==> src/design/rsd_pkg.sv <==
// Shared types and constants for the record stream deframer.
// No dependencies; imported by every module of the block.
package rsd_pkg;

  // Result kinds
  localparam logic [1:0] KIND_HDR = 2'd0;
  localparam logic [1:0] KIND_PAY = 2'd1;
  localparam logic [1:0] KIND_ERR = 2'd2;
  localparam logic [1:0] KIND_END = 2'd3;

  // Error codes
  localparam logic [1:0] ERR_NONE = 2'd0;
  localparam logic [1:0] ERR_RSV  = 2'd1;
  localparam logic [1:0] ERR_CONT = 2'd2;

  // Halt status
  localparam logic [1:0] HALT_RUN = 2'd0;
  localparam logic [1:0] HALT_ERR = 2'd1;
  localparam logic [1:0] HALT_END = 2'd2;

  // Header positions of interest; PAYLOAD means inside the record body
  localparam logic [3:0] HP_LEN_HI  = 4'd1;
  localparam logic [3:0] HP_CNT_HI  = 4'd7;
  localparam logic [3:0] HP_PAYLOAD = 4'd8;

  localparam logic [15:0] HDR_BYTES      = 16'd8;
  localparam logic [31:0] COUNT_RSV_MASK = 32'hffff_fffc;

  // Queue between front and back
  localparam int QUEUE_DEPTH = 2;
  localparam int QPTR_W      = $clog2(QUEUE_DEPTH);
  localparam int QCNT_W      = $clog2(QUEUE_DEPTH + 1);

  typedef struct packed {
    logic       resync;
    logic [7:0] data;
  } rsd_item_t;

endpackage

==> src/design/rsd_front.sv <==
// Input stage: registers each incoming beat and classifies it as resync or file byte.
// Depends on rsd_pkg.
module rsd_front
  import rsd_pkg::*;
(
  input  logic      clk,
  input  logic      rst_n,
  input  logic      in_valid,
  output logic      in_ready,
  input  logic      in_req,
  input  logic [7:0] in_byte,
  output logic      out_valid,
  input  logic      out_ready,
  output rsd_item_t out_item
);

  logic      valid_r;
  rsd_item_t item_r;

  assign in_ready  = !valid_r || out_ready;
  assign out_valid = valid_r;
  assign out_item  = item_r;

  always_ff @(posedge clk) begin
    if (!rst_n) begin
      valid_r <= 1'b0;
    end else if (in_ready) begin
      valid_r <= in_valid;
    end
  end

  // drop the data byte of a resync so the back end never sees stale bits
  always_ff @(posedge clk) begin
    if (in_valid && in_ready) begin
      item_r.resync <= in_req;
      item_r.data   <= in_req ? 8'd0 : in_byte;
    end
  end

endmodule

==> src/design/rsd_queue.sv <==
// Short register queue that decouples the classifying front from the deframing back.
// Depends on rsd_pkg.
module rsd_queue
  import rsd_pkg::*;
(
  input  logic      clk,
  input  logic      rst_n,
  input  logic      in_valid,
  output logic      in_ready,
  input  rsd_item_t in_item,
  output logic      out_valid,
  input  logic      out_ready,
  output rsd_item_t out_item
);

  rsd_item_t             mem_r [QUEUE_DEPTH];
  logic [QPTR_W-1:0]     wr_ptr_r;
  logic [QPTR_W-1:0]     rd_ptr_r;
  logic [QCNT_W-1:0]     count_r;
  logic                  push;
  logic                  pop;

  assign in_ready  = count_r != QCNT_W'(QUEUE_DEPTH);
  assign out_valid = count_r != '0;
  assign out_item  = mem_r[rd_ptr_r];
  assign push      = in_valid && in_ready;
  assign pop       = out_valid && out_ready;

  function automatic logic [QPTR_W-1:0] ptr_inc(input logic [QPTR_W-1:0] p);
    ptr_inc = (p == QPTR_W'(QUEUE_DEPTH - 1)) ? '0 : p + QPTR_W'(1);
  endfunction

  always_ff @(posedge clk) begin
    if (!rst_n) begin
      wr_ptr_r <= '0;
      rd_ptr_r <= '0;
      count_r  <= '0;
    end else begin
      if (push) wr_ptr_r <= ptr_inc(wr_ptr_r);
      if (pop)  rd_ptr_r <= ptr_inc(rd_ptr_r);
      if (push && !pop) begin
        count_r <= count_r + QCNT_W'(1);
      end else if (pop && !push) begin
        count_r <= count_r - QCNT_W'(1);
      end
    end
  end

  always_ff @(posedge clk) begin
    if (push) mem_r[wr_ptr_r] <= in_item;
  end

  a_count_range: assert property (@(posedge clk) disable iff (!rst_n)
    count_r <= QCNT_W'(QUEUE_DEPTH))
    else $error("queue count beyond depth");

  a_count_up: assert property (@(posedge clk) disable iff (!rst_n)
    (push && !pop) |=> count_r == $past(count_r) + QCNT_W'(1))
    else $error("queue count did not advance on push");

  a_head_hold: assert property (@(posedge clk) disable iff (!rst_n)
    (out_valid && !out_ready) |=> $stable(out_item))
    else $error("queue head changed while stalled");

endmodule

==> src/design/rsd_back.sv <==
// Deframing engine: header parsing, payload pass-through, halt handling, output register.
// Depends on rsd_pkg.
module rsd_back
  import rsd_pkg::*;
(
  input  logic       clk,
  input  logic       rst_n,
  input  logic       q_valid,
  output logic       q_ready,
  input  rsd_item_t  q_item,
  output logic       out_valid,
  input  logic       out_ready,
  output logic [1:0] out_kind,
  output logic [7:0] out_payload,
  output logic       out_start,
  output logic [1:0] out_err
);

  logic [3:0]  hdr_pos_r,    hdr_pos_nxt;
  logic [7:0]  held_r,       held_nxt;
  logic [15:0] rec_len_r,    rec_len_nxt;
  logic [14:0] pay_left_r,   pay_left_nxt;
  logic        cont_next_r,  cont_next_nxt;
  logic        first_pend_r, first_pend_nxt;
  logic        fresh_r,      fresh_nxt;
  logic [1:0]  halt_r,       halt_nxt;
  logic [1:0]  herr_r,       herr_nxt;

  logic        out_valid_r;
  logic [1:0]  out_kind_r;
  logic [7:0]  out_payload_r;
  logic        out_start_r;
  logic [1:0]  out_err_r;

  logic [1:0]  res_kind;
  logic [7:0]  res_payload;
  logic        res_start;
  logic [1:0]  res_err;

  logic        pop;
  logic [15:0] word;
  logic [31:0] word_ext;
  logic [15:0] body_len;

  assign q_ready     = !out_valid_r || out_ready;
  assign pop         = q_valid && q_ready;
  assign out_valid   = out_valid_r;
  assign out_kind    = out_kind_r;
  assign out_payload = out_payload_r;
  assign out_start   = out_start_r;
  assign out_err     = out_err_r;

  assign word     = {q_item.data, held_r};
  assign word_ext = {{16{word[15]}}, word};
  assign body_len = rec_len_r - HDR_BYTES;

  always_comb begin
    hdr_pos_nxt    = hdr_pos_r;
    held_nxt       = held_r;
    rec_len_nxt    = rec_len_r;
    pay_left_nxt   = pay_left_r;
    cont_next_nxt  = cont_next_r;
    first_pend_nxt = first_pend_r;
    fresh_nxt      = fresh_r;
    halt_nxt       = halt_r;
    herr_nxt       = herr_r;
    res_kind       = KIND_HDR;
    res_payload    = 8'd0;
    res_start      = 1'b0;
    res_err        = ERR_NONE;

    priority if (q_item.resync) begin
      hdr_pos_nxt    = '0;
      held_nxt       = '0;
      pay_left_nxt   = '0;
      cont_next_nxt  = 1'b0;
      first_pend_nxt = 1'b0;
      fresh_nxt      = 1'b0;
      halt_nxt       = HALT_RUN;
      herr_nxt       = ERR_NONE;
    end else if (halt_r == HALT_ERR) begin
      res_kind = KIND_ERR;
      res_err  = herr_r;
    end else if (halt_r != HALT_RUN) begin
      res_kind = KIND_END;
    end else if (hdr_pos_r[3]) begin
      res_kind       = KIND_PAY;
      res_payload    = q_item.data;
      res_start      = first_pend_r && fresh_r;
      first_pend_nxt = 1'b0;
      pay_left_nxt   = pay_left_r - 15'd1;
      if (pay_left_nxt == '0) hdr_pos_nxt = '0;
    end else if (!hdr_pos_r[0]) begin
      held_nxt    = q_item.data;
      hdr_pos_nxt = hdr_pos_r + 4'd1;
    end else if (hdr_pos_r == HP_LEN_HI) begin
      rec_len_nxt = word;
      if (word[15]) begin
        // negative length: end of file marker
        halt_nxt = HALT_END;
        herr_nxt = ERR_NONE;
        res_kind = KIND_END;
      end else begin
        hdr_pos_nxt = hdr_pos_r + 4'd1;
      end
    end else if (hdr_pos_r == HP_CNT_HI) begin
      if ((word_ext & COUNT_RSV_MASK) != '0) begin
        halt_nxt = HALT_ERR;
        herr_nxt = ERR_RSV;
        res_kind = KIND_ERR;
        res_err  = ERR_RSV;
      end else if (word[1] != cont_next_r) begin
        halt_nxt = HALT_ERR;
        herr_nxt = ERR_CONT;
        res_kind = KIND_ERR;
        res_err  = ERR_CONT;
      end else begin
        cont_next_nxt  = word[0];
        fresh_nxt      = !word[1];
        first_pend_nxt = 1'b1;
        if (rec_len_r > HDR_BYTES) begin
          pay_left_nxt = body_len[14:0];
          hdr_pos_nxt  = HP_PAYLOAD;
        end else begin
          // empty body: go straight to the next header
          pay_left_nxt = '0;
          hdr_pos_nxt  = '0;
        end
      end
    end else begin
      hdr_pos_nxt = hdr_pos_r + 4'd1;
    end
  end

  always_ff @(posedge clk) begin
    if (!rst_n) begin
      hdr_pos_r    <= '0;
      held_r       <= '0;
      rec_len_r    <= '0;
      pay_left_r   <= '0;
      cont_next_r  <= 1'b0;
      first_pend_r <= 1'b0;
      fresh_r      <= 1'b0;
      halt_r       <= HALT_RUN;
      herr_r       <= ERR_NONE;
    end else if (pop) begin
      hdr_pos_r    <= hdr_pos_nxt;
      held_r       <= held_nxt;
      rec_len_r    <= rec_len_nxt;
      pay_left_r   <= pay_left_nxt;
      cont_next_r  <= cont_next_nxt;
      first_pend_r <= first_pend_nxt;
      fresh_r      <= fresh_nxt;
      halt_r       <= halt_nxt;
      herr_r       <= herr_nxt;
    end
  end

  always_ff @(posedge clk) begin
    if (!rst_n) begin
      out_valid_r <= 1'b0;
    end else if (q_ready) begin
      out_valid_r <= q_valid;
    end
  end

  always_ff @(posedge clk) begin
    if (pop) begin
      out_kind_r    <= res_kind;
      out_payload_r <= res_payload;
      out_start_r   <= res_start;
      out_err_r     <= res_err;
    end
  end

  a_payload_pos: assert property (@(posedge clk) disable iff (!rst_n)
    hdr_pos_r[3] |-> (hdr_pos_r[2:0] == 3'd0 && pay_left_r != '0))
    else $error("payload mode with bad position or empty count");

  a_resync_clears: assert property (@(posedge clk) disable iff (!rst_n)
    (pop && q_item.resync) |=> (halt_r == HALT_RUN && hdr_pos_r == '0 && !cont_next_r))
    else $error("resync did not clear deframer state");

  a_halt_answer: assert property (@(posedge clk) disable iff (!rst_n)
    (pop && !q_item.resync && halt_r == HALT_ERR)
      |=> (out_valid_r && out_kind_r == KIND_ERR && out_err_r == $past(herr_r)))
    else $error("halted block did not repeat its error");

  a_err_means_halt: assert property (@(posedge clk) disable iff (!rst_n)
    (out_valid_r && out_err_r != ERR_NONE) |-> halt_r == HALT_ERR)
    else $error("error reported while not halted on error");

endmodule

==> src/design/record_stream_deframer.sv <==
// Top level of the record stream deframer: input stage, queue and deframing engine.
// Depends on rsd_pkg, rsd_front, rsd_queue and rsd_back.
//
// Feed raw file bytes (in_tuser = 0) or a resync request (in_tuser = 1) one beat at a
// time; every input beat produces exactly one output beat, in order. The block takes a
// beat every cycle and delivers one per cycle when out_tready stays high; the deframing
// engine updates its header counters and payload count once per beat, which sets that
// one-beat-per-cycle figure. Input passes through the input register, the two-entry
// queue and the output register. After reset the block expects the first
// header byte. An error or an end marker halts it; every following byte is answered
// with the halt kind until a resync beat arrives.
module record_stream_deframer
  import rsd_pkg::*;
(
  input  logic        clk,
  input  logic        rst_n,
  input  logic        in_tvalid,
  output logic        in_tready,
  input  logic [7:0]  in_tdata,   // [7:0] raw_byte
  input  logic [0:0]  in_tuser,   // [0] req_type
  output logic        out_tvalid,
  input  logic        out_tready,
  output logic [15:0] out_tdata,  // [7:0] payload_byte, [9:8] error_code, [15:10] zero
  output logic [2:0]  out_tuser   // [1:0] out_kind, [2] logical_start
);

  logic       f_valid;
  logic       f_ready;
  rsd_item_t  f_item;
  logic       q_valid;
  logic       q_ready;
  rsd_item_t  q_item;
  logic [1:0] b_kind;
  logic [7:0] b_payload;
  logic       b_start;
  logic [1:0] b_err;

  rsd_front u_front (
    .clk       (clk),
    .rst_n     (rst_n),
    .in_valid  (in_tvalid),
    .in_ready  (in_tready),
    .in_req    (in_tuser[0]),
    .in_byte   (in_tdata),
    .out_valid (f_valid),
    .out_ready (f_ready),
    .out_item  (f_item)
  );

  rsd_queue u_queue (
    .clk       (clk),
    .rst_n     (rst_n),
    .in_valid  (f_valid),
    .in_ready  (f_ready),
    .in_item   (f_item),
    .out_valid (q_valid),
    .out_ready (q_ready),
    .out_item  (q_item)
  );

  rsd_back u_back (
    .clk         (clk),
    .rst_n       (rst_n),
    .q_valid     (q_valid),
    .q_ready     (q_ready),
    .q_item      (q_item),
    .out_valid   (out_tvalid),
    .out_ready   (out_tready),
    .out_kind    (b_kind),
    .out_payload (b_payload),
    .out_start   (b_start),
    .out_err     (b_err)
  );

  assign out_tdata = {6'd0, b_err, b_payload};
  assign out_tuser = {b_start, b_kind};

endmodule

==> config.mk <==
export PLATFORM = sky130hd
export DESIGN_NAME = record_stream_deframer
export DESIGN_NICKNAME = d
export VERILOG_FILES = /design/src/design/rsd_pkg.sv /design/src/design/rsd_front.sv /design/src/design/rsd_queue.sv /design/src/design/rsd_back.sv /design/src/design/record_stream_deframer.sv
export SDC_FILE = /design/constraint.sdc
export NUM_CORES = 1
export LEC_CHECK = 0
export ABC_CLOCK_PERIOD_IN_PS = 2650
export CORE_MARGIN = 8
export CORE_UTILIZATION = 57
export CTS_BUF_LIST = sky130_fd_sc_hd__clkbuf_16
export CTS_CLUSTER_DIAMETER = 100
export DETAILED_ROUTE_END_ITERATION = 6
export DONT_BUFFER_PORTS = 1
export PLACE_DENSITY = 0.83
export SLEW_MARGIN = 20
export SYNTH_ARGS = -nofsm -noshare
export SYNTH_HDL_FRONTEND = slang
export SYNTH_HIERARCHICAL = 1
export SYNTH_SLANG_ARGS = --single-unit
==> constraint.sdc <==
create_clock -name clk -period 2.65 [get_ports clk]
set_input_delay 0.3975 -clock clk [delete_from_list [all_inputs] [get_ports clk]]
set_output_delay 0.3975 -clock clk [all_outputs]
set_load 0.01 [all_outputs]
==> impl_metrics.py <==
metrics = {
    "clock_tree": {
        "cts_sinks": 97,
        "cts_tree": "done",
        "post_cts_buffers": 0,
        "ctsHoldBuffers": 0,
        "clockRootBuffer": "clkbuf_16",
        "cts_buffers": 9,
        "clk_pin_slew_ns": 0.08,
        "clock_latency_ns": 0.35,
        "cts_buffer_depth": 2,
        "htreeDepth": 3,
    },
    "timing": {
        "timing.final.hold_violations": 0,
        "setup_viol": 0,
        "fin_ws_ns": 0.113,
        "drv_slew": 0,
        "worst_slew_pin_slew_ns": 0.699,
        "slew_headroom_pct": 53.1,
        "finClkSkew_ns": 0.00859,
        "max_freq_mhz": 394,
        "min_period_over_period_pct": 95.7,
        "fin_crit_ns": 2.54,
    },
    "detailed_routing": {
        "dr.pass1.iters": 7,
        "vias_per_cell": 6.20,
        "drcViolationCount": 0,
        "via_count": 4042,
        "ant_nets": 0,
        "wl_per_cell_um": 17.7,
        "dr.first_iter.drc_count": 283,
        "routed_wl_um": 11600,
    },
    "layout": {
        "stdcell_count": 652,
        "n_fill_cell": 662,
        "n_antenna_cell": 0,
        "area_growth_pct": 10.6,
        "ff_latch_area_um2": 2350,
        "layout_commonest_cell": "nand2_1",
        "multi_input_area_um2": 2460,
        "fin_nets": 558,
        "final_util_pct": 64.2,
        "drive_gt1_share_pct": 14.5,
        "post-route-cell-area_um2": 5520,
        "layout_common_cells": "74 x nand2_1, 55 x dfxtp_1, 40 x edfxtp_1, 36 x nor2_1, 31 x a21boi_0",
    },
    "critical_path": {
        "crit_type": "reg -> reg",
        "cp.depth": 8,
        "reg2reg_to": "u_back/pay_left_r[7]",
        "worstRegToRegCells": 8,
        "cp-start-kind": "flip-flop",
        "required_ns": 2.92,
        "crit_buf_inv": 1,
        "endpoint_kind": "flip-flop",
        "slowest_delay_ns": 0.46,
        "r2r_slack_ns": 0.11,
        "path_cells": "mux2_2, nor4_2, nand4_1, or3_4, a21oi_2, buf_12, o21ai_0, a21boi_0",
        "crit_family": "simple AND/OR/NAND/NOR gates",
        "endpoint": "u_back/pay_left_r[7]",
        "slowest_stage": "or3_4",
        "path_max_fanout": 16,
        "crit_arrival_ns": 2.80,
    },
    "min_path": {
        "hp-class": "in -> reg",
    },
    "grt": {
        "track_usage_pct": 19.8,
        "grt-ovfl-total": 0,
        "grt_antenna_before_repair": 0,
        "grt_pass1_wl_um": 18900,
        "grt_pass1_vias": 3886,
        "grt_max_degree": 62,
    },
    "pwr": {
        "p_per_area_nw_per_um2": 958,
        "fin_total_pwr_uw": 5290,
        "clkPwrFrac_pct": 24.8,
        "internal-power_uw": 3280,
        "seq_power_share_pct": 39.5,
        "pwr-share-comb_pct": 35.7,
        "switchingPower_uw": 2010,
        "swShare_pct": 38.0,
        "leakage_uw": 0.00204,
        "vdd_drop_max_mv": 0.618,
    },
    "synth": {
        "synth_cell_types": 68,
        "synth.cell_area_um2": 4990,
        "ys_ff_latch": 97,
        "synthFlopType": "dfxtp_1",
        "synth_edf_count": 40,
        "synthCells": 532,
        "synthArstFlopShare_pct": 0,
        "yosys_warnings": 6,
        "synth.avg_cell_area_um2": 9.38,
        "synth-seq-area-share_pct": 46.9,
    },
    "placement": {
        "place_ws_ns": -0.0600,
        "dpl_cell_area_um2": 5160,
        "place_inst": 636,
        "numPortBuffers": 0,
        "hpwl_um": 8230,
        "gp_congestion": 0.927,
    },
    "floorplan": {
        "die_x_um": 110,
        "initial_utilization_pct": 58.1,
        "dieArea_um2": 12000,
        "core_area_um2": 8590,
        "fp.dieH_um": 110,
        "ios": 34,
        "rows": 34,
    },
    "outcome": {
        "outcome": "completed",
    },
    "flow_run": {
        "cap_violations": 0,
    },
}
-- cells in the mapped netlist, types with 4 or more instances --
cell type / n / area (um^2)
nand4_1: 5 / 31.3
or3_1: 4 / 25.0
inv_1: 17 / 63.8
a21boi_0: 31 / 233
nor4_1: 8 / 50.1
a21oi_1: 12 / 60.1
o22ai_1: 7 / 43.8
clkbuf_1: 20 / 75.1
and2_1: 7 / 43.8
dfxtp_1: 57 / 1140
xor2_1: 6 / 52.6
edfxtp_1: 40 / 1200
nor2_1: 36 / 135
mux2i_1: 6 / 60.1
buf_4: 7 / 52.6
and3_1: 14 / 87.6
mux2_2: 9 / 101
or2_2: 4 / 25.0
buf_2: 4 / 20.0
ha_1: 6 / 75.1
nand2_1: 74 / 278
nor2b_1: 12 / 75.1
a211oi_1: 4 / 30.0
o21ai_1: 4 / 20.0
nand2b_1: 6 / 37.5
nor3_1: 14 / 70.1
a21boi_1: 7 / 52.6
o21bai_1: 4 / 30.0
nand3_1: 18 / 90.1
xnor2_1: 10 / 87.6
o21ai_0: 20 / 100
-- worst min-delay path by stage --
stage	startpoint	endpoint	slack [ns]	depth (start not counted)
6_report	in_tuser	u_front/out_item[8]	0.14	0
2_1_floorplan	u_front/out_item[0]	u_queue/mem_r[0][0]	0.42	0
3_5_place_dp	u_front/out_item[8]	u_queue/mem_r[1][8]	0.43	0
5_1_grt	in_tuser	u_front/out_item[8]	0.13	0
4_1_cts	in_tuser	u_front/out_item[8]	0.13	0
3_3_place_gp	u_front/out_item[1]	u_queue/mem_r[0][1]	0.42	0
-- kinds of logic after synthesis --
| family | after synthesis | synth area share (%) |
|---|---|---|
| AO/OA/AOI/OAI | 121 | 17.1 |
| XOR/XNOR | 16 | 2.81 |
| adder cells (fa/ha/maj) | 6 | 1.50 |
| buffers and inverters | 51 | 4.96 |
| flip-flops | 97 | 46.9 |
| multiplexers | 15 | 3.23 |
| other | 1 | 0.0752 |
| AND/OR/NAND/NOR | 225 | 23.4 |
-- flip-flops by register name (all words and copies together) (netlist names), 4 cells and up, named ones only --
name / cells
u_back/hdr_pos_r: 4
u_queue/mem_r: 18
u_back/out_payload: 8
u_back/held_r: 8
u_back/rec_len_r: 16
u_back/pay_left_r: 15
u_front/out_item: 9
-- worst register-to-register path: cells and delay by family (launching register included) --
kind | cells | cell delay, ns
AO/OA/AOI/OAI | 3 | 0.48
buffers and inverters | 1 | 0.16
flip-flops | 1 | 0.42
multiplexers | 1 | 0.38
AND/OR/NAND/NOR | 3 | 1.02
-- metrics by stage --
| step | hold slack, ns | setup TNS, ns |
|---|---|---|
| detailed placement | 0.430 | -0.149 |
| global route | 0.128 | -0.000752 |
| finish | 0.141 | 0 |
| floorplan | 0.421 | 0 |
| CTS | 0.133 | 0 |
| global placement | 0.424 | 0 |
-- area by class of cell --
| cell class | instances | area share (%) |
|---|---|---|
| clock buffers | 9 | 4.08 |
| clock inverters | 7 | 1.56 |
| inverters | 17 | 1.16 |
| multi-input cells | 389 | 44.6 |
| flip-flops and latches | 97 | 42.5 |
| well taps | 108 | 2.45 |
| repair buffers | 25 | 3.63 |
-- power groups by stage --
stage / Sequential, uW / Clock [uW] / Combinational (uW)
after global routing: 2120 / 1380 / 2050
after floorplan: 1990 / 0 / 1360
after detailed placement: 2120 / 0 / 1800
final: 2090 / 1310 / 1890
after CTS: 2080 / 1330 / 1820
after global placement: 2100 / 0 / 1740
-- layer usage --
metal	vias up	global-route usage, %	share of wire [%]
li1	1918	-	-
met1	1927	23.7	42
met2	172	33.9	50
met3	25	4.22	6.5
met4	0	8.00	1.8
met5	-	0	0
-- repair_timing --
action                     in CTS  in global routing
resized for setup               1                  8
pin swaps                       0                  1
setup endpoints to repair       8                 23
Power figures use the tool's default switching activity.
